==> config.mk <==
export PLATFORM = sky130hd
export DESIGN_NAME = tpne_cordic
export DESIGN_NICKNAME = d
export VERILOG_FILES = /design/src/rtl/core/torus_point_normal_eval_unit_assert.svh /design/src/rtl/core/tpne_pkg.sv /design/src/rtl/core/tpne_cordic.sv
export SDC_FILE = /design/constraint.sdc
export NUM_CORES = 2
export LEC_CHECK = 0
export BUFFER_PORTS_ARGS = -buffer_cell sky130_fd_sc_hd__buf_2
export CORE_UTILIZATION = 61
export CTS_BUF_LIST = sky130_fd_sc_hd__clkbuf_4 sky130_fd_sc_hd__clkbuf_8
export DETAILED_ROUTE_END_ITERATION = 10
export PLACE_DENSITY_LB_ADDON = 0.25
export SETUP_SLACK_MARGIN = 0.02
export SYNTH_ARGS = -nofsm -noshare
export SYNTH_HDL_FRONTEND = slang
export SYNTH_SLANG_ARGS = --single-unit
export TNS_END_PERCENT = 10
==> constraint.sdc <==
create_clock -name clk -period 5.9 [get_ports clk]
set_clock_uncertainty 0.15 [all_clocks]
set_input_delay 1.18 -clock clk [delete_from_list [all_inputs] [get_ports clk]]
set_output_delay 1.18 -clock clk [all_outputs]
set_load 0.01 [all_outputs]
==> src/rtl/core/torus_point_normal_eval_unit_assert.svh <==
// Assertion macros for the torus point/normal evaluator.
// Used by the top level; expects clk and rst_n in scope.
`ifndef TORUS_POINT_NORMAL_EVAL_UNIT_ASSERT_SVH
`define TORUS_POINT_NORMAL_EVAL_UNIT_ASSERT_SVH
// same-cycle implication
`define TPNE_ASSERT_NOW(lbl, ante, cons, msg) \
  lbl: assert property (@(posedge clk) disable iff (!rst_n) (ante) |-> (cons)) else $error(msg);
// next-cycle implication
`define TPNE_ASSERT_NEXT(lbl, ante, cons, msg) \
  lbl: assert property (@(posedge clk) disable iff (!rst_n) (ante) |=> (cons)) else $error(msg);
`endif

==> src/rtl/core/tpne_pkg.sv <==
// Shared types, widths and constants of the torus point/normal evaluator.
// No dependencies.
`timescale 1ns / 1ps
`default_nettype none
package tpne_pkg;

  localparam int ANGLE_BITS_DEF = 16;
  localparam int SCW  = 34;   // sin/cos Q30 with headroom
  localparam int RW   = 33;   // r*cos v, r*sin v
  localparam int RHW  = 34;   // rho
  localparam int PW   = 35;   // local point, h*cos u, h*sin u
  localparam int XW   = 70;   // gradient cross products
  localparam int NW   = 42;   // raw normal
  localparam int MW   = 60;   // rotated normal
  localparam int SUMW = 62;   // sum of squares
  localparam int SQRT_STEPS = 31;
  localparam int QBITS = 15;
  localparam int DIVW  = 46;
  localparam int NORM_MSB = 29;
  localparam logic [31:0] CORDIC_GAIN_Q30 = 32'd652032874;

  localparam logic [29:0] MAJOR_RST = 30'd65536;
  localparam logic [29:0] MINOR_RST = 30'd16384;
  localparam logic [63:0] ROW_X_RST = 64'h0000_0000_0000_4000;
  localparam logic [63:0] ROW_Y_RST = 64'h0000_0000_4000_0000;
  localparam logic [63:0] ROW_Z_RST = 64'h0000_4000_0000_0000;

  typedef enum logic [2:0] {
    CFG_MAJOR, CFG_MINOR, CFG_ROW_X, CFG_ROW_Y, CFG_ROW_Z, CFG_NORM_EN
  } cfg_idx_t;

  typedef enum logic [1:0] {QUAD_0, QUAD_1, QUAD_2, QUAD_3} quad_t;

  // data that rides along with the normal through the normalizer
  typedef struct packed {
    logic signed [31:0] pos_x;
    logic signed [31:0] pos_y;
    logic signed [31:0] pos_z;
    logic               sat;
    logic               nvalid;
  } tpne_side_t;

  function automatic logic [31:0] atan_turn(input int unsigned i);
    logic [31:0] a;
    case (i)
      0: a = 32'h20000000;  1: a = 32'h12E4051E;  2: a = 32'h09FB385B;
      3: a = 32'h051111D4;  4: a = 32'h028B0D43;  5: a = 32'h0145D7E1;
      6: a = 32'h00A2F61E;  7: a = 32'h00517C55;  8: a = 32'h0028BE53;
      9: a = 32'h00145F2F;  10: a = 32'h000A2F98; 11: a = 32'h000517CC;
      12: a = 32'h00028BE6; 13: a = 32'h000145F3; 14: a = 32'h0000A2FA;
      15: a = 32'h0000517D; 16: a = 32'h000028BE; 17: a = 32'h0000145F;
      18: a = 32'h00000A30; 19: a = 32'h00000518; 20: a = 32'h0000028C;
      21: a = 32'h00000146; 22: a = 32'h000000A3; 23: a = 32'h00000051;
      24: a = 32'h00000029; 25: a = 32'h00000014; 26: a = 32'h0000000A;
      27: a = 32'h00000005; 28: a = 32'h00000003; 29: a = 32'h00000001;
      30: a = 32'h00000001;
      default: a = 32'h00000000;
    endcase
    return a;
  endfunction

  function automatic logic signed [15:0] coef(input logic [63:0] row, input int unsigned j);
    return $signed(row[j*16 +: 16]);
  endfunction

endpackage
`default_nettype wire

==> src/rtl/core/tpne_cordic.sv <==
// Pipelined rotation CORDIC: binary angle in, sin and cos in Q30 out.
// One iteration per stage, ANGLE_BITS+4 register levels; uses tpne_pkg.
`timescale 1ns / 1ps
`default_nettype none
module tpne_cordic
  import tpne_pkg::*;
#(
  parameter int ANGLE_BITS = ANGLE_BITS_DEF
) (
  input  wire logic                  clk,
  input  wire logic                  en,
  input  wire logic [15:0]           angle,
  output logic signed [SCW-1:0]      sin_r,
  output logic signed [SCW-1:0]      cos_r
);

  localparam int STEPS = ANGLE_BITS + 2;
  localparam logic [31:0] KEEP = 32'hFFFF_FFFF << (32 - ANGLE_BITS);

  logic [31:0]           phase;
  logic signed [SCW-1:0] x_r [0:STEPS];
  logic signed [SCW-1:0] y_r [0:STEPS];
  logic signed [31:0]    z_r [0:STEPS];
  quad_t                 q_r [0:STEPS];
  logic signed [SCW-1:0] sin_nxt, cos_nxt;

  assign phase = {angle, 16'h0000} & KEEP;

  always_ff @(posedge clk) begin
    if (en) begin
      x_r[0] <= SCW'(CORDIC_GAIN_Q30);
      y_r[0] <= '0;
      z_r[0] <= {2'b00, phase[29:0]};
      q_r[0] <= quad_t'(phase[31:30]);
    end
  end

  for (genvar i = 0; i < STEPS; i++) begin : g_iter
    localparam logic signed [31:0] ATN = atan_turn(i);
    always_ff @(posedge clk) begin
      if (en) begin
        if (!z_r[i][31]) begin
          x_r[i+1] <= x_r[i] - (y_r[i] >>> i);
          y_r[i+1] <= y_r[i] + (x_r[i] >>> i);
          z_r[i+1] <= z_r[i] - ATN;
        end else begin
          x_r[i+1] <= x_r[i] + (y_r[i] >>> i);
          y_r[i+1] <= y_r[i] - (x_r[i] >>> i);
          z_r[i+1] <= z_r[i] + ATN;
        end
        q_r[i+1] <= q_r[i];
      end
    end
  end

  always_comb begin
    case (q_r[STEPS])
      QUAD_0: begin cos_nxt = x_r[STEPS];  sin_nxt = y_r[STEPS];  end
      QUAD_1: begin cos_nxt = -y_r[STEPS]; sin_nxt = x_r[STEPS];  end
      QUAD_2: begin cos_nxt = -x_r[STEPS]; sin_nxt = -y_r[STEPS]; end
      default: begin cos_nxt = y_r[STEPS]; sin_nxt = -x_r[STEPS]; end
    endcase
  end

  always_ff @(posedge clk) begin
    if (en) begin
      sin_r <= sin_nxt;
      cos_r <= cos_nxt;
    end
  end

endmodule
`default_nettype wire

==> results <==
- The run finished, with violations left.
- The checks that failed: DRC.
- STA classifies the critical path startpoint as a flop.
- In the finished design, the share of the clock period the worst path needs comes to 0.946.
- Of all nets on the critical path, the largest fanout is 6.
- The startpoint identified for the worst hold timing path is angle[10].
- The share of the Yosys chip area taken by registers is 0.364.
- The setup violation total in the final timing report is 0.
- The via count is 109,000.
- Setup repair after global routing left no endpoint under its margin.
- The number of synthesis warnings is 0.
- The xor and xnor area share after synthesis is 0.130.
- The H-tree depth is 5.
- The worst pin sits at a relative slew slack of 0.287.
- The longest clock path from root to sink contains 4 buffers.
- The initial antenna violation count was 5.
- Row generation in the floorplan step produced 174 rows.
- Once layout is complete, the utilization of the core stands at 0.664.
- Of the total synthesized cell area, the portion taken by full adders, half adders and majority gates is 0.142.
- The number of post-CTS setup repair buffers is 0.
- The final critical-path required period is 5.58 ns.
- The number of nets at the end of the flow is 16,300.
- The number of pins exceeding their max-slew limit in the final report is 0.
- After clock tree synthesis, the clock-pin slew on the worst setup and hold paths is 0.06 ns.
- The depth of the worst register-to-register path is 20.
- The pin count of the biggest net entering global routing is 133.
- The capturing point of the worst reg2reg path is y_r[1][101]$_DFFE_PP_.
- In this run, distinct cell masters in the synthesized netlist total 93.
- The overall global routing resource usage is 0.287.
- The first global-routing pass estimated 535,000 microns of wire.
- The weighted congestion at the end of routability-driven global placement is 0.985.
- The number of violations of the max-capacitance limit is 0.
- The combinational family with the most area after synthesis is compound AO/OA/AOI/OAI gates.
- The remaining global-route overflow is 0.
- The top cell types in the final layout, fill and taps aside, are edfxtp_1, a21oi_1, ha_1.
- Measured against the total synthesized area, the mux share comes to 0.00849.
- The die is 478 microns tall.
- The worst hold path endpoint is z_r[0][26]$_DFFE_PP_.
- For the worst-skew pair, the clock arrives at the later sink with an insertion delay of 1.05 ns.
- The area fraction in compound gates after synthesis is 0.201.
- The count of input and output buffers is 85.
- The worst min-delay path category is primary input to flop.
- The met3 track utilization from global routing is 0.0344.
- At the pin with the least slew margin, the transition time is 1.06 ns.
- The required time of the critical path is 6.52 ns.
- The number of sinks driven by the clock tree is 1,673.
- 86 I/O pins were placed.
- The layout-stage area growth over the synthesis result is 8.10%.
- The floorplan step set the die width to 478 microns.
- The startpoint of the most critical register-to-register path is x_r[2][43]$_DFFE_PP_.
- The number of synthesized flops with an enable pin is 1,673.
- The share of synthesized flip-flops with an asynchronous set or reset is 0.
- For this run, design rule violations remaining after detail routing come to 12.
- The met2 global-route usage is 0.479.
- The CTS tree is built.
- The number of hold-slack violations in the final timing report came to 0.
- The detailed-routing iteration count for the pre-antenna-repair pass is 11.
- The commonest register cell after synthesis is edfxtp_1.
- The worst setup path category is flop to flop.
- The layout has 18,200 filler cells.
- The overall die area is 228,000 sq um.
- The number of buffers inserted during clock tree synthesis is 306.
- The detailed placement HPWL is 263,000 microns.
- The total area inside the core boundary comes to 225,000 sq um.
- The arrival time of data at the critical path endpoint is 6.20 ns.
- The final antenna-violating net count is 0.
- For this block, the initial DRC count from the detailed router was 8,306.
- In the routed layout, each cell is associated on average with a via count of 6.06.
- After global routing, the most crowded layer is met2.
- Counting instances, the worst hold path has a depth of 1.
- Across all register-to-register paths, the minimum setup slack is 0.32 ns.
- The final layout contains routed wiring with a total length of 336,000 microns.
- The mean cell area of the mapped netlist is 9.58 sq um.
- Leaving out fill and tap cells, the most frequent cell in the layout is edfxtp_1.
- In the final routed layout, each cell accounts on average for 18.7 microns.
- Of the cells placed in the final design, the portion with a size suffix greater than 1 is 0.0666.
- For this run, global-route usage on met1 was measured as 0.385.
- The CTS root buffer is clkbuf_8.
- The initial utilization of the core area, before any placement, comes to 0.614.
- The simple-gate portion of the synthesized area is 0.132.
- The setup TNS after final layout is 0 ns.
- The via count of the first global-routing pass is 102,000.
- The post-synthesis sequential element count is 1,673.
- Synthesis produced 14,400 cells.
- The number of nets in the synthesized netlist is 16,000.
- The worst setup path is captured at a flop.
- The post-cts hold buffer count is 0.
- Final hold analysis gives a worst-case slack of 0.138 ns.
- After synthesis the cells add up to 138,000 sq um.
- The maximum operating frequency is 0.179 GHz.
## Yosys cell counts, types with 221 or more instances
| master | number | area, sq um |
|---|---|---|
| nand2b_1 | 252 | 1580 |
| clkbuf_1 | 267 | 1000 |
| a21oi_1 | 1539 | 7700 |
| nand2_1 | 873 | 3280 |
| xor2_1 | 680 | 5960 |
| nand3_1 | 221 | 1110 |
| nor3_1 | 339 | 1700 |
| ha_1 | 1503 | 18800 |
| inv_1 | 547 | 2050 |
| edfxtp_1 | 1673 | 50200 |
| nor2b_1 | 234 | 1460 |
| a21o_1 | 697 | 5230 |
| nor2_1 | 1119 | 4200 |
| o21ai_0 | 817 | 4090 |
| xnor2_1 | 1367 | 12000 |
## cell type report
class	count	area, sq um	share of cell area
clock buffer	383	4810	0.0322
multi-input combinational	11900	84700	0.567
clock inverter	142	1170	0.00785
inverter	557	2090	0.0140
timing repair buffer	348	2590	0.0173
antenna	5	12.5	0.0000838
sequential	1673	50200	0.336
tap	2992	3740	0.0251
## what timing repair did
| action | CTS | global route |
|---|---|---|
| gates resized for setup | 0 | 3 |
| hold endpoints to repair | 0 | 0 |
| endpoints found under the setup margin | 0 | 2 |
## flip-flops by register name, indices dropped and copies added, names as in the netlist
name,count
x_r,543
y_r,545
q_r,38
cos_r,34
sin_r,34
z_r,479
## per-stage QoR
step                      worst slack [ns]  area (sq um)  cells
after floorplan                    0.00476        138000  14400
after global placement               0.134        143000  17400
after detailed placement             0.105        143000  17400
after CTS                            0.146        149000  18000
after global routing                0.0363        149000  18000
final                                0.320        149000  18000
## how the worst max path moves through the flow
stage,start,end,depth (start not counted)
after floorplan,en,y_r[1][134]$_DFFE_PP_,19
after global placement,en,y_r[3][132]$_DFFE_PP_,19
after detailed placement,en,x_r[2][66]$_DFFE_PP_,19
after CTS,x_r[7][54]$_DFFE_PP_,y_r[4][32]$_DFFE_PP_,18
after global routing,x_r[2][43]$_DFFE_PP_,y_r[1][101]$_DFFE_PP_,20
final,x_r[2][43]$_DFFE_PP_,y_r[1][101]$_DFFE_PP_,20
## layer usage
| metal | vias up | part of all wire |
|---|---|---|
| li1 | 54300 | - |
| met1 | 51000 | 0.44 |
| met2 | 3061 | 0.47 |
| met3 | 567 | 0.058 |
| met4 | 2 | 0.032 |
| met5 | - | 0.000057 |
## worst max-delay path, cell delays in order (launching register included)
cell,delay [ns]
edfxtp_1,0.48
or3_1,0.41
or3_1,0.35
or3_1,0.35
nor4_1,0.19
buf_4,0.17
nand2_1,0.06
or2_2,0.32
nor4_4,0.33
a31oi_1,0.17
xnor2_1,0.15
ha_1,0.38
a21oi_1,0.23
o21ai_0,0.20
nor3_1,0.26
o211ai_1,0.21
a311o_1,0.30
a21oi_1,0.23
o21ai_0,0.12
a21oi_1,0.18
xnor2_1,0.10
## cells by family (layout without fill, tap and decap cells)
family / Yosys count / after routing
DFF: 1673 / 1673
and+or+nand+nor: 3767 / 3767
buffers and inverters: 870 / 1430
other: 0 / 5
adders and majority gates: 1544 / 1544
xor gates and xnor gates: 2047 / 2047
muxes: 109 / 109
AOI/OAI and AO/OA: 4409 / 4409
Power is left out: the tool's default activity adds up to more than one toggle a clock period on the data nets, which glitch-free logic cannot reach.
